<file path="config.mk">
export PLATFORM = sky130hd
export DESIGN_NAME = nearest_path_edge_search_core
export DESIGN_NICKNAME = d
export VERILOG_FILES = /design/src/rtl/core/npes_pkg.sv /design/src/rtl/core/npes_mac.sv /design/src/rtl/core/npes_div.sv /design/src/rtl/core/nearest_path_edge_search_core.sv
export VERILOG_INCLUDE_DIRS = /design/src /design/src/rtl/core
export SDC_FILE = /design/constraint.sdc
export NUM_CORES = 2
export LEC_CHECK = 0
export BUFFER_PORTS_ARGS = -buffer_cell sky130_fd_sc_hd__buf_4
export CAP_MARGIN = 20
export CORE_MARGIN = 2
export CORE_UTILIZATION = 60
export CTS_BUF_LIST = sky130_fd_sc_hd__clkbuf_4 sky130_fd_sc_hd__clkbuf_8
export DETAILED_ROUTE_END_ITERATION = 16
export GPL_TIMING_DRIVEN = 0
export PLACE_DENSITY = 0.8
export SETUP_SLACK_MARGIN = 0.5
export SKIP_CTS_REPAIR_TIMING = 1
export SLEW_MARGIN = 5
export SYNTH_ARGS = -nofsm -noshare
export SYNTH_HDL_FRONTEND = slang
export SYNTH_SLANG_ARGS = --single-unit
</file>
<file path="constraint.sdc">
create_clock -name clk -period 13.1 [get_ports clk]
set_clock_uncertainty 0.2 [all_clocks]
set_input_delay 0.655 -clock clk [delete_from_list [all_inputs] [get_ports clk]]
set_output_delay 0.655 -clock clk [all_outputs]
set_load 0.02 [all_outputs]
</file>
<file path="src/rtl/core/nearest_path_edge_search_core_assert.svh">
// Assertion macros for the nearest path edge search core.
// Used inside modules that have clk and arst_n in scope.
`ifndef NEAREST_PATH_EDGE_SEARCH_CORE_ASSERT_SVH
`define NEAREST_PATH_EDGE_SEARCH_CORE_ASSERT_SVH

// same-cycle implication, off during reset
`define NPES_ASSERT_IMP(lbl, ante, cons) \
	lbl: assert property (@(posedge clk) disable iff (!arst_n) (ante) |-> (cons)) \
		else $error("npes: same-cycle check failed");

// next-cycle implication, off during reset
`define NPES_ASSERT_NXT(lbl, ante, cons) \
	lbl: assert property (@(posedge clk) disable iff (!arst_n) (ante) |=> (cons)) \
		else $error("npes: next-cycle check failed");

`endif

</file>
<file path="src/rtl/core/npes_pkg.sv">
// Shared types and constants for the nearest path edge search core.
// No dependencies; used by npes_mac, npes_div and the top level.
package npes_pkg;

	localparam int COORD_BITS   = 16;
	localparam int MAX_VERTICES = 4096;

	localparam int DIFF_W  = COORD_BITS + 1;  // coordinate difference
	localparam int DIST_W  = 36;              // squared distance, squared length
	localparam int DOT_W   = DIST_W + 1;      // signed projection dot
	localparam int HALF_W  = DIST_W / 2;      // dot split for squaring
	localparam int MUL_W   = HALF_W + 1;      // signed multiplier operand
	localparam int PROD_W  = 2 * MUL_W;
	localparam int ACC_W   = 2 * DIST_W;      // holds dot^2
	localparam int IDX_W   = 12;
	localparam int CNT_W   = IDX_W + 1;
	localparam int STEP_W  = 4;
	localparam int DIV_STEPS = DIST_W;
	localparam int DIV_CNT_W = $clog2(DIV_STEPS);

	localparam int SH_MID_BITS  = HALF_W + 1; // 2*H*L*2^18 == H*L << 19
	localparam int SH_HIGH_BITS = 2 * HALF_W;

	// sequencer steps of the shared multiplier
	localparam logic [STEP_W-1:0] STEP_BASE_LAST = STEP_W'(11);
	localparam logic [STEP_W-1:0] STEP_SQ_FIRST  = STEP_W'(12);
	localparam logic [STEP_W-1:0] STEP_SQ_LAST   = STEP_W'(14);

	typedef struct packed {
		logic signed [COORD_BITS-1:0] vertex_x;
		logic signed [COORD_BITS-1:0] vertex_y;
		logic signed [COORD_BITS-1:0] vertex_z;
		logic signed [COORD_BITS-1:0] query_x;
		logic signed [COORD_BITS-1:0] query_y;
		logic signed [COORD_BITS-1:0] query_z;
		logic first_point;
		logic last_point;
	} in_word_t;

	typedef struct packed {
		logic              found;
		logic [IDX_W-1:0]  nearest_edge;
		logic [DIST_W-1:0] distance_squared;
		logic              overflow;
	} out_word_t;

	typedef struct packed {
		logic signed [COORD_BITS-1:0] x;
		logic signed [COORD_BITS-1:0] y;
		logic signed [COORD_BITS-1:0] z;
	} pt_t;

	typedef struct packed {
		logic signed [DIFF_W-1:0] x;
		logic signed [DIFF_W-1:0] y;
		logic signed [DIFF_W-1:0] z;
	} dif_t;

	typedef enum logic [1:0] {
		SH_NONE,
		SH_MID,
		SH_HIGH
	} sh_t;

	typedef enum logic [2:0] {
		DST_LEN,
		DST_DOT,
		DST_DD,
		DST_DB,
		DST_NUM
	} dst_t;

	typedef struct packed {
		logic vld;
		logic first;
		logic last;
		sh_t  sh;
		dst_t dest;
	} mac_ctl_t;

	typedef struct packed {
		logic done;
		dst_t dest;
	} mac_stat_t;

	typedef struct packed {
		logic busy;
		logic done;
	} div_stat_t;

	function automatic logic signed [MUL_W-1:0] ext_mul(input logic signed [DIFF_W-1:0] v);
		return MUL_W'(v);
	endfunction

	function automatic dif_t sub_pt(input pt_t p, input pt_t q);
		dif_t r;
		r.x = {p.x[COORD_BITS-1], p.x} - {q.x[COORD_BITS-1], q.x};
		r.y = {p.y[COORD_BITS-1], p.y} - {q.y[COORD_BITS-1], q.y};
		r.z = {p.z[COORD_BITS-1], p.z} - {q.z[COORD_BITS-1], q.z};
		return r;
	endfunction

endpackage

</file>
<file path="src/rtl/core/npes_mac.sv">
// Shared multiply-accumulate unit: one signed multiplier, registered product,
// shifted 72-bit accumulate. Depends on npes_pkg.
module npes_mac (
	input  logic                               clk,
	input  logic                               arst_n,
	input  npes_pkg::mac_ctl_t                 ctl,
	input  logic signed [npes_pkg::MUL_W-1:0]  op_a,
	input  logic signed [npes_pkg::MUL_W-1:0]  op_b,
	output npes_pkg::mac_stat_t                stat,
	output logic signed [npes_pkg::ACC_W-1:0]  acc
);
	import npes_pkg::*;

	logic signed [PROD_W-1:0] prod_s1;
	mac_ctl_t                 ctl_s1;
	logic signed [ACC_W-1:0]  acc_q;
	logic signed [ACC_W-1:0]  prod_ext;
	logic signed [ACC_W-1:0]  prod_sh;
	logic signed [ACC_W-1:0]  acc_nxt;

	always_ff @(posedge clk or negedge arst_n) begin
		if (!arst_n) begin
			ctl_s1 <= '0;
		end else begin
			ctl_s1 <= ctl;
		end
	end

	always_ff @(posedge clk) begin
		if (ctl.vld) begin
			prod_s1 <= op_a * op_b;
		end
		if (ctl_s1.vld) begin
			acc_q <= acc_nxt;
		end
	end

	always_comb begin
		prod_ext = ACC_W'(prod_s1);
		case (ctl_s1.sh)
			SH_MID:  prod_sh = prod_ext <<< SH_MID_BITS;
			SH_HIGH: prod_sh = prod_ext <<< SH_HIGH_BITS;
			default: prod_sh = prod_ext;
		endcase
		acc_nxt = (ctl_s1.first ? '0 : acc_q) + prod_sh;
	end

	assign stat.done = ctl_s1.vld && ctl_s1.last;
	assign stat.dest = ctl_s1.dest;
	assign acc       = acc_nxt;

endmodule

</file>
<file path="src/rtl/core/npes_div.sv">
// Restoring divider, one quotient bit per cycle: floor(num / den) where the
// quotient fits DIST_W bits. Depends on npes_pkg.
module npes_div (
	input  logic                         clk,
	input  logic                         arst_n,
	input  logic                         start,
	input  logic [npes_pkg::ACC_W-1:0]   num,
	input  logic [npes_pkg::DIST_W-1:0]  den,
	output npes_pkg::div_stat_t          stat,
	output logic [npes_pkg::DIST_W-1:0]  quot
);
	import npes_pkg::*;

	logic                 busy_q;
	logic                 done_q;
	logic [DIV_CNT_W-1:0] cnt_q;
	logic [DIST_W-1:0]    rem_q;
	logic [DIST_W-1:0]    low_q;
	logic [DIST_W:0]      trial;
	logic [DIST_W:0]      diff;
	logic                 ge;
	logic                 last_step;

	// remainder stays below den, so one compare and subtract per bit
	assign trial = {rem_q, low_q[DIST_W-1]};
	assign diff  = trial - {1'b0, den};
	assign ge    = trial >= {1'b0, den};

	assign last_step = busy_q && !start && (cnt_q == DIV_CNT_W'(DIV_STEPS - 1));

	always_ff @(posedge clk or negedge arst_n) begin
		if (!arst_n) begin
			busy_q <= 1'b0;
			done_q <= 1'b0;
			cnt_q  <= '0;
		end else begin
			done_q <= last_step;
			if (start) begin
				busy_q <= 1'b1;
				cnt_q  <= '0;
			end else if (busy_q) begin
				cnt_q <= cnt_q + 1'b1;
				if (last_step) begin
					busy_q <= 1'b0;
				end
			end
		end
	end

	always_ff @(posedge clk) begin
		if (start) begin
			rem_q <= num[ACC_W-1:DIST_W];
			low_q <= num[DIST_W-1:0];
		end else if (busy_q) begin
			rem_q <= ge ? diff[DIST_W-1:0] : trial[DIST_W-1:0];
			low_q <= {low_q[DIST_W-2:0], ge};
		end
	end

	assign stat.busy = busy_q;
	assign stat.done = done_q;
	assign quot      = low_q;

endmodule

</file>
<file path="src/rtl/core/nearest_path_edge_search_core.sv">
// Nearest path edge search. Vertices of a path arrive one word at a time; each
// new vertex closes an edge whose exact squared distance to the query point is
// found with one shared 19x19 multiplier under a sequencer (15 products) and a
// 36-step bit-serial divider for the interior case. A vertex that only starts a
// path or is past capacity goes to the tail state; an endpoint edge runs the
// diff, multiply, drain, pick and update states; an interior edge also runs
// the squaring products, divider and subtract. With the closed flag set, the
// last vertex runs one more edge pass. The input is not ready while an edge is
// in work; the result sits in an output register, so the next path may start
// while it waits. Depends on npes_pkg, npes_mac, npes_div and the assert header.
`include "nearest_path_edge_search_core_assert.svh"

module nearest_path_edge_search_core (
	input  logic                clk,
	input  logic                arst_n,
	input  logic                cfg_we,
	input  logic                cfg_wdata,
	input  logic                in_valid,
	output logic                in_ready,
	input  npes_pkg::in_word_t  in_word,
	output logic                out_valid,
	input  logic                out_ready,
	output npes_pkg::out_word_t out_word
);
	import npes_pkg::*;

	typedef enum logic [8:0] {
		S_IDLE  = 9'b000000001,
		S_DIFF  = 9'b000000010,
		S_MUL   = 9'b000000100,
		S_DRAIN = 9'b000001000,
		S_PICK  = 9'b000010000,
		S_DIV   = 9'b000100000,
		S_SUB   = 9'b001000000,
		S_UPD   = 9'b010000000,
		S_TAIL  = 9'b100000000
	} st_t;

	st_t               state_q;
	logic [STEP_W-1:0] step_q;
	logic [CNT_W-1:0]  count_q;
	logic              ovf_q;
	logic              last_q;
	logic              closing_q;
	logic              closed_q;
	logic              out_valid_q;
	logic [DIST_W-1:0] best_dist_q;
	logic [IDX_W-1:0]  best_edge_q;

	pt_t               query_q;
	pt_t               start_q;
	pt_t               prev_q;
	pt_t               edge_a_q;
	pt_t               edge_b_q;
	logic [IDX_W-1:0]  edge_idx_q;
	dif_t              d_q;
	dif_t              e_q;
	dif_t              f_q;
	logic [DIST_W-1:0] len2_q;
	logic signed [DOT_W-1:0] dot_q;
	logic [DIST_W-1:0] dd_q;
	logic [DIST_W-1:0] db_q;
	logic [DIST_W-1:0] res_q;
	out_word_t         out_word_q;

	pt_t               in_vtx;
	pt_t               in_qry;
	logic              in_acc;
	logic              start_path;
	logic              take_vtx;
	logic              close_go;
	logic              out_free;
	logic              out_load;
	logic              found;
	logic              dot_nonpos;
	logic              dot_past;

	mac_ctl_t                 mac_ctl;
	mac_stat_t                mac_stat;
	logic signed [MUL_W-1:0]  op_a;
	logic signed [MUL_W-1:0]  op_b;
	logic signed [ACC_W-1:0]  mac_acc;
	div_stat_t                div_stat;
	logic [DIST_W-1:0]        quot;
	logic                     div_start;
	logic signed [MUL_W-1:0]  dot_hi;
	logic signed [MUL_W-1:0]  dot_lo;

	assign in_vtx = '{x: in_word.vertex_x, y: in_word.vertex_y, z: in_word.vertex_z};
	assign in_qry = '{x: in_word.query_x, y: in_word.query_y, z: in_word.query_z};

	assign in_ready   = (state_q == S_IDLE);
	assign in_acc     = in_valid && in_ready;
	assign start_path = in_acc && (in_word.first_point || count_q == '0);
	assign take_vtx   = in_acc && !start_path && (count_q < CNT_W'(MAX_VERTICES));

	assign found    = (count_q >= CNT_W'(2));
	assign close_go = (state_q == S_TAIL) && last_q && closed_q && found && !closing_q;
	assign out_free = !out_valid_q || out_ready;
	assign out_load = (state_q == S_TAIL) && last_q && !close_go && out_free;

	assign dot_nonpos = dot_q[DOT_W-1] || (dot_q == '0);
	assign dot_past   = (dot_q[DIST_W-1:0] >= len2_q);

	// halves of a positive dot below 2^36 for the square
	assign dot_hi = {1'b0, dot_q[DIST_W-1:HALF_W]};
	assign dot_lo = {1'b0, dot_q[HALF_W-1:0]};

	// operand sequence of the shared multiplier
	always_comb begin
		mac_ctl.vld   = (state_q == S_MUL);
		mac_ctl.first = 1'b0;
		mac_ctl.last  = 1'b0;
		mac_ctl.sh    = SH_NONE;
		mac_ctl.dest  = DST_LEN;
		op_a = '0;
		op_b = '0;
		case (step_q)
			4'd0: begin
				op_a = ext_mul(e_q.x); op_b = ext_mul(e_q.x); mac_ctl.first = 1'b1;
			end
			4'd1: begin
				op_a = ext_mul(e_q.y); op_b = ext_mul(e_q.y);
			end
			4'd2: begin
				op_a = ext_mul(e_q.z); op_b = ext_mul(e_q.z); mac_ctl.last = 1'b1;
			end
			4'd3: begin
				op_a = ext_mul(d_q.x); op_b = ext_mul(e_q.x); mac_ctl.first = 1'b1;
				mac_ctl.dest = DST_DOT;
			end
			4'd4: begin
				op_a = ext_mul(d_q.y); op_b = ext_mul(e_q.y); mac_ctl.dest = DST_DOT;
			end
			4'd5: begin
				op_a = ext_mul(d_q.z); op_b = ext_mul(e_q.z); mac_ctl.last = 1'b1;
				mac_ctl.dest = DST_DOT;
			end
			4'd6: begin
				op_a = ext_mul(d_q.x); op_b = ext_mul(d_q.x); mac_ctl.first = 1'b1;
				mac_ctl.dest = DST_DD;
			end
			4'd7: begin
				op_a = ext_mul(d_q.y); op_b = ext_mul(d_q.y); mac_ctl.dest = DST_DD;
			end
			4'd8: begin
				op_a = ext_mul(d_q.z); op_b = ext_mul(d_q.z); mac_ctl.last = 1'b1;
				mac_ctl.dest = DST_DD;
			end
			4'd9: begin
				op_a = ext_mul(f_q.x); op_b = ext_mul(f_q.x); mac_ctl.first = 1'b1;
				mac_ctl.dest = DST_DB;
			end
			4'd10: begin
				op_a = ext_mul(f_q.y); op_b = ext_mul(f_q.y); mac_ctl.dest = DST_DB;
			end
			4'd11: begin
				op_a = ext_mul(f_q.z); op_b = ext_mul(f_q.z); mac_ctl.last = 1'b1;
				mac_ctl.dest = DST_DB;
			end
			4'd12: begin
				op_a = dot_hi; op_b = dot_hi; mac_ctl.first = 1'b1;
				mac_ctl.sh = SH_HIGH; mac_ctl.dest = DST_NUM;
			end
			4'd13: begin
				op_a = dot_hi; op_b = dot_lo; mac_ctl.sh = SH_MID; mac_ctl.dest = DST_NUM;
			end
			4'd14: begin
				op_a = dot_lo; op_b = dot_lo; mac_ctl.last = 1'b1; mac_ctl.dest = DST_NUM;
			end
			default: begin
				mac_ctl.vld = 1'b0;
			end
		endcase
	end

	npes_mac u_mac (
		.clk    (clk),
		.arst_n (arst_n),
		.ctl    (mac_ctl),
		.op_a   (op_a),
		.op_b   (op_b),
		.stat   (mac_stat),
		.acc    (mac_acc)
	);

	// dot^2 goes straight from the accumulator into the divider
	assign div_start = mac_stat.done && (mac_stat.dest == DST_NUM);

	npes_div u_div (
		.clk    (clk),
		.arst_n (arst_n),
		.start  (div_start),
		.num    (mac_acc),
		.den    (len2_q),
		.stat   (div_stat),
		.quot   (quot)
	);

	always_ff @(posedge clk or negedge arst_n) begin
		if (!arst_n) begin
			state_q     <= S_IDLE;
			step_q      <= '0;
			count_q     <= '0;
			ovf_q       <= 1'b0;
			last_q      <= 1'b0;
			closing_q   <= 1'b0;
			closed_q    <= 1'b0;
			out_valid_q <= 1'b0;
			best_dist_q <= '0;
			best_edge_q <= '0;
		end else begin
			if (cfg_we) begin
				closed_q <= cfg_wdata;
			end
			if (out_load) begin
				out_valid_q <= 1'b1;
			end else if (out_ready) begin
				out_valid_q <= 1'b0;
			end
			case (state_q)
				S_IDLE: begin
					if (in_acc) begin
						last_q <= in_word.last_point;
						if (start_path) begin
							count_q     <= CNT_W'(1);
							best_dist_q <= '0;
							best_edge_q <= '0;
							ovf_q       <= 1'b0;
							closing_q   <= 1'b0;
							state_q     <= S_TAIL;
						end else if (take_vtx) begin
							count_q <= count_q + 1'b1;
							state_q <= S_DIFF;
						end else begin
							ovf_q   <= 1'b1;
							state_q <= S_TAIL;
						end
					end
				end
				S_DIFF: begin
					step_q  <= '0;
					state_q <= S_MUL;
				end
				S_MUL: begin
					if (step_q == STEP_BASE_LAST || step_q == STEP_SQ_LAST) begin
						state_q <= S_DRAIN;
					end else begin
						step_q <= step_q + 1'b1;
					end
				end
				S_DRAIN: begin
					state_q <= (step_q == STEP_SQ_LAST) ? S_DIV : S_PICK;
				end
				S_PICK: begin
					if ((len2_q == '0) || dot_nonpos || dot_past) begin
						state_q <= S_UPD;
					end else begin
						step_q  <= STEP_SQ_FIRST;
						state_q <= S_MUL;
					end
				end
				S_DIV: begin
					if (div_stat.done) begin
						state_q <= S_SUB;
					end
				end
				S_SUB: begin
					state_q <= S_UPD;
				end
				S_UPD: begin
					// strict compare: earlier edge keeps a tie
					if ((edge_idx_q == '0) || (res_q < best_dist_q)) begin
						best_dist_q <= res_q;
						best_edge_q <= edge_idx_q;
					end
					state_q <= S_TAIL;
				end
				S_TAIL: begin
					if (!last_q) begin
						state_q <= S_IDLE;
					end else if (close_go) begin
						closing_q <= 1'b1;
						state_q   <= S_DIFF;
					end else if (out_free) begin
						count_q     <= '0;
						ovf_q       <= 1'b0;
						closing_q   <= 1'b0;
						state_q     <= S_IDLE;
					end
				end
				default: begin
					state_q <= S_IDLE;
				end
			endcase
		end
	end

	always_ff @(posedge clk) begin
		if (start_path) begin
			query_q <= in_qry;
			start_q <= in_vtx;
			prev_q  <= in_vtx;
		end
		if (take_vtx) begin
			edge_a_q   <= prev_q;
			edge_b_q   <= in_vtx;
			edge_idx_q <= count_q[IDX_W-1:0] - 1'b1;
			prev_q     <= in_vtx;
		end
		if (close_go) begin
			edge_a_q   <= prev_q;
			edge_b_q   <= start_q;
			edge_idx_q <= count_q[IDX_W-1:0] - 1'b1;
		end
		if (state_q == S_DIFF) begin
			d_q <= sub_pt(query_q, edge_a_q);
			e_q <= sub_pt(edge_b_q, edge_a_q);
			f_q <= sub_pt(query_q, edge_b_q);
		end
		if (mac_stat.done) begin
			case (mac_stat.dest)
				DST_LEN: len2_q <= mac_acc[DIST_W-1:0];
				DST_DOT: dot_q  <= mac_acc[DOT_W-1:0];
				DST_DD:  dd_q   <= mac_acc[DIST_W-1:0];
				DST_DB:  db_q   <= mac_acc[DIST_W-1:0];
				default: ;
			endcase
		end
		if (state_q == S_PICK) begin
			res_q <= ((len2_q == '0) || dot_nonpos) ? dd_q : db_q;
		end
		if (state_q == S_SUB) begin
			res_q <= dd_q - quot;
		end
		if (out_load) begin
			out_word_q.found            <= found;
			out_word_q.nearest_edge     <= found ? best_edge_q : '0;
			out_word_q.distance_squared <= found ? best_dist_q : '0;
			out_word_q.overflow         <= ovf_q;
		end
	end

	assign out_valid = out_valid_q;
	assign out_word  = out_word_q;

	`NPES_ASSERT_NXT(a_result_ends_path, out_load, (count_q == '0) && !ovf_q && !closing_q)
	`NPES_ASSERT_IMP(a_best_edge_in_path, out_load && found, {1'b0, best_edge_q} < count_q)
	`NPES_ASSERT_IMP(a_div_mac_exclusive, div_stat.busy, !mac_stat.done && !mac_ctl.vld)
	`NPES_ASSERT_IMP(a_div_runs_in_state, state_q == S_DIV, div_stat.busy || div_stat.done)

endmodule

</file>
[Yosys cells after proc, flatten, opt, wreduce, memory -nomap -nowiden]
Cells that the tools add are included.
Word-level totals
  bits in registers: 913
  input bits: 104
  output and inout port bits: 52
  word-level logic and storage cells: 261
Cells by class
  $add $sub $neg: 16
  multiply operators: 1
  $lt $le $gt $ge: 5
  eq/ne operators: 44
  multiplexer cells: 73
  reductions and logical operators: 66
Operators by type and width (number)
  19-bit one-hot mux with 11 select lines: 2
  36-bit 2-to-1 mux: 11
  48-bit 2-to-1 mux: 6
  16-bit by 16-bit subtractor with 17-bit output: 9
  72-bit one-hot mux with 2 select lines: 1
  9-bit one-hot mux with 9 select lines: 1
  13-bit 2-to-1 mux: 6
  72-bit adder: 1
  72-bit 2-to-1 mux: 1
  9-bit 2-to-1 mux: 8
  36-bit one-hot mux with 2 select lines: 1
  36-bit subtractor: 2
  12-bit 2-to-1 mux: 5
  19-bit by 19-bit multiplier with 38-bit output: 1
  37-bit by 36-bit greater-or-equal comparator with 1-bit output: 1
  37-bit logical NOT: 1
  36-bit greater-or-equal comparator: 1
  36-bit logical NOT: 1
  36-bit < comparator: 1
  4-bit equality test, second input constant: 7
  13-bit one-hot mux with 2 select lines: 1
  12-bit one-hot mux with 2 select lines: 1
  1-bit 2-to-1 mux: 18
  6-bit 2-to-1 mux: 3
  other kinds (53): 115

[Logic depth before layout (Yosys ltp)]
  word-level depth: 10
  mapped depth: 38

[Cells and area by module]
From an unflattened synthesis, not the netlist that was laid out.
Second synthesis, totals
  cell total of the unflattened synthesis: 6069
  area total of the unflattened synthesis: 65036.1 sq um
Modules (own cells, without submodules)
  nearest_path_edge_search_core: times used 1, cells an instance 3043, area each 36829.1 sq um
  npes_mac: times used 1, cells an instance 2418, area each 22372.7 sq um
  npes_div: times used 1, cells an instance 608, area each 5834.3 sq um

[Worst setup path after synthesis]
OpenSTA, ideal clock, no wires.
  path kind: register to register
  from: register state_q[8]
  to: register step_q[2]
  setup time: 0.077 ns
  arrival time: 13.577 ns
  required time: 12.823 ns
  slack: -0.754 ns
  stages on the path, launching flop included: 9
  path buffers: 0
  cells stage by stage: dfrtp_1 -> nor3_1 -> nand2b_1 -> or4_1 -> nor3b_1 -> nand2b_1 -> o21bai_1 -> a21oi_1 -> a21oi_1
On the way
  longest elaborated chain between the ends: 3
Ends and longest elaborated chain
  start: declaration: RTL line nearest_path_edge_search_core.sv:39  | st_t state_q;
  start signal: assignment: RTL line nearest_path_edge_search_core.sv:253  | state_q <= (step_q == STEP_SQ_LAST) ? S_DIV : S_PICK;
  9-bit by 5-bit equality test with 1-bit output, or another cell as far along: RTL line nearest_path_edge_search_core.sv:221  | case (state_q)
  2-bit != test (no source line) / 3-bit nonzero test (equally long branches)
  3-bit AND reduction (no source line)
  end signal: assignment: RTL line nearest_path_edge_search_core.sv:249  | step_q <= step_q + 1'b1;
  end: declaration: RTL line nearest_path_edge_search_core.sv:40  | logic [STEP_W-1:0] step_q;
Several ways; a longest one is shown, not always the timed one.
A chain may end at the register's enable or synchronous reset.

[Worst setup path in the final report]
  from: register step_q[0]
  to: register u_mac.prod_s1[35], data pin
On the way
  longest elaborated chain between the ends: 4
Ends and longest elaborated chain
  4-bit equality test, or another cell as far along: RTL line nearest_path_edge_search_core.sv:118  | case (step_q)
  2-bit OR reduction (no source line)
  19-bit one-hot mux with 11 select lines: RTL line nearest_path_edge_search_core.sv:118
  19-bit by 19-bit multiplier with 38-bit output (*): RTL line npes_mac.sv:31  | prod_s1 <= op_a * op_b;
  end signal: assignment: RTL line npes_mac.sv:31
  end: declaration: RTL line npes_mac.sv:14  | logic signed [PROD_W-1:0] prod_s1;
Every way passes the cells marked *; elsewhere a longest branch is shown, timed or not.

==> impl_metrics.tcl <==
set metrics [dict create \
    status "finished clean" \
    syn_area_mm2 0.0641 \
    viasPerCell 6.11 \
    drcViolationCount 0 \
    worst_slew_pin_slew_ns 1.32 \
    rrSetupSlack_ns 1.24 \
    synth_fa_ha_area_share_pct 21.2 \
    drv_slew 0 \
    yosys_warnings 0 \
    start_kind "flop" \
    synth_xor_xnor_area_share_pct 3.60 \
    critPathBufInv 11 \
    cp_data_required_time_ns 13.41 \
    drive_gt1_share_pct 8.76 \
    synth.area.top_cells "edfxtp_1, fa_1, ha_1, inv_1, dfrtp_1" \
    cp_slowest_cell "a311oi_1" \
    final_util_pct 68.1 \
    fmax_mhz 84.3 \
    cts.path.max_buffers 3 \
    synthFlopType "edfxtp_1" \
    fin_nets 7457 \
    fin_crit_ns 11.86 \
    num_vias 48900 \
    wl_um 191000 \
    numPortBuffers 155 \
    finalHoldViolations 0 \
    synth_cell_types 91 \
    synth_top_cell_area_share_pct 38.3 \
    syn_area_per_cell_um2 10.6 \
    die_y_um 331 \
    path_class "flop to flop" \
    dr.pass1.iters 8 \
    rsz0062_at_grt "no" \
    dieWidth_um 331 \
    cts_tree "built" \
    ys_ff_latch 913 \
    numCtsBuffers 148 \
    grt_pass1_vias 48000 \
    yosys.area.top_type "edfxtp_1" \
    pre_cts_ws_ns 1.49 \
    dp_hpwl_um 148000 \
    grt_pass1_wl_um 284000 \
    coreArea_mm2 0.106 \
    cp_slowest_stage_delay_ns 0.76 \
    ys_seq_area_share_pct 42.0 \
    fin_ws_ns 1.24 \
    fill_cells 7715 \
    fin_cells 8007 \
    place.gp.congestion 1.02 \
    synth_top_family_by_area "adder cells" \
    clk_latency_ns 0.85 \
    crit_arrival_ns 12.17 \
    initial_core_util_pct 60.7 \
    syn_nets 7007 \
    setup_viol 0 \
    critPathTopFamily "adder cells" \
    die_area_mm2 0.110 \
    hp-class "input port to flop" \
    drt_iter0_drc 5655 \
    ant_nets 0 \
    synth-simple-area-share_pct 12.2 \
    row_count 119 \
    cp-end-kind "flop" \
    post_drt_wl_per_cell_um 23.9 \
    antenna_found_initial 6 \
    grt_overflow 0 \
    syn_inst 6043 \
    ios 156 \
    synth_enable_flop_cells 818 \
    cts.sinks 913 \
    worst-path-max-fanout 10 \
    cap_viol_max_count 0 \
    async_flop_share_pct 10.4 \
    grt_start_max_net_pins 71 \
    clk_pin_slew_worst_paths_ns 0.06 \
    cts_htree_levels 4 \
    finalSetupTns_ns 0 \
    slew_headroom_pct 11.2 \
    synth-compound-area-share_pct 12.7 \
    root_buffer "clkbuf_8" \
    post-route-period-util_pct 90.5 \
    grt_use_total_pct 34.6 \
    flow.area_growth_from_synthesis_pct 12.2 \
    synth_mux_area_share_pct 2.36 \
    dp_cells 7632 \
]
==> metrics by stage <==
stage	hold slack [ns]	cell area, um^2
6_report	0.0512	72000
5_1_grt	0.0469	72000
4_1_cts	-0.428	70900
3_5_place_dp	0.205	67800
3_3_place_gp	0.200	67000
2_1_floorplan	0.159	64100
==> final cells by class <==
cell class	instances	area (um^2)	share of cell area [%]
multi-input cells	4146	33600	46.7
flip-flops and latches	913	26900	37.4
inverters	760	2860	3.97
repair buffers	300	2800	3.89
clock buffers	198	2490	3.46
well taps	1391	1740	2.42
plain buffers	224	895	1.24
clock inverters	70	642	0.892
diodes	5	12.5	0.0174
==> path summary, 6_finish.rpt <==
check	from	cells after the start	to
worst max-delay path	step_q[0]	34	u_mac.prod_s1[35]
worst min-delay path	in_word[1]	4	state_q[1]
worst max register to register	step_q[0]	34	u_mac.prod_s1[35]
worst min register to register	prev_q[16]	0	edge_a_q[16]
max in group asynchronous	arst_n	3	best_dist_q[22]
min in group asynchronous	arst_n	2	out_valid
==> state kept, by name, summed over array words and instances (netlist names), 9 cells and up <==
register,count
best_dist_q,36
e_q,51
start_q,48
out_word,50
state_q,9
best_edge_q,12
len2_q,36
u_mac.prod_s1,38
dot_q,37
u_mac.acc_q,72
edge_idx_q,12
count_q,13
query_q,48
edge_a_q,48
u_div.quot,36
u_div.rem_q,36
d_q,51
dd_q,36
db_q,36
prev_q,48
edge_b_q,48
res_q,36
f_q,51
==> cell usage after synthesis, drive strengths merged, types with 16 or more instances <==
library cell and count:
edfxtp 818, inv 760, nand2 535, ha 479, nor2 477, fa 381
a21oi 268, o21ai 251, xnor2 191, clkbuf 189, nor2b 139, a21o 122
nand3 99, dfrtp 94, mux2i 88, a31oi 84, and2 81, xor2 72
a222oi 66, nand4 59, nor3 59, mux2 56, nand2b 52, o21a 50
and3 47, a22oi 44, a211oi 41, a21boi 37, buf 35, nor4 33
a221oi 32, o21bai 29, or3 26, a22o 18, o2111ai 17, o211ai 16
==> placed cells by master (no fill, tap or decap), types with 88 or more instances in the layout <==
cell type      count
edfxtp_1         818
inv_1            758
nand2_1          533
ha_1             479
nor2_1           474
fa_1             381
a21oi_1          265
o21ai_0          236
xnor2_1          191
clkbuf_1         189
buf_4            172
clkbuf_8         160
nor2b_1          139
a21o_1           122
dlygate4sd3_1    101
nand3_1           99
dfrtp_1           93
mux2i_1           88
==> cells by family (layout without fill, tap and decap cells) <==
logic type | count (synthesis) | count (layout)
and+or+nand+nor | 1671 | 1671
AOI/OAI and AO/OA | 1208 | 1208
buffers and inverters | 984 | 1552
DFF | 913 | 913
adders and majority gates | 860 | 860
xor gates and xnor gates | 263 | 263
muxes | 144 | 144
other | 0 | 5
==> tightest hold or removal path, delay by kind of cell <==
kind	cells	cell delay [ns]
buffers and inverters	2	0.21
and+or+nand+nor	2	0.15
==> routing by layer <==
layer,part of all wire (%),GRT usage [%]
met1,39,45.1
met2,46,55.6
met3,8.2,5.81
met4,6.0,18.6
met5,0,0
Power is left out: the tool's default activity adds up to more than one toggle a clock period on the data nets, which glitch-free logic cannot reach.
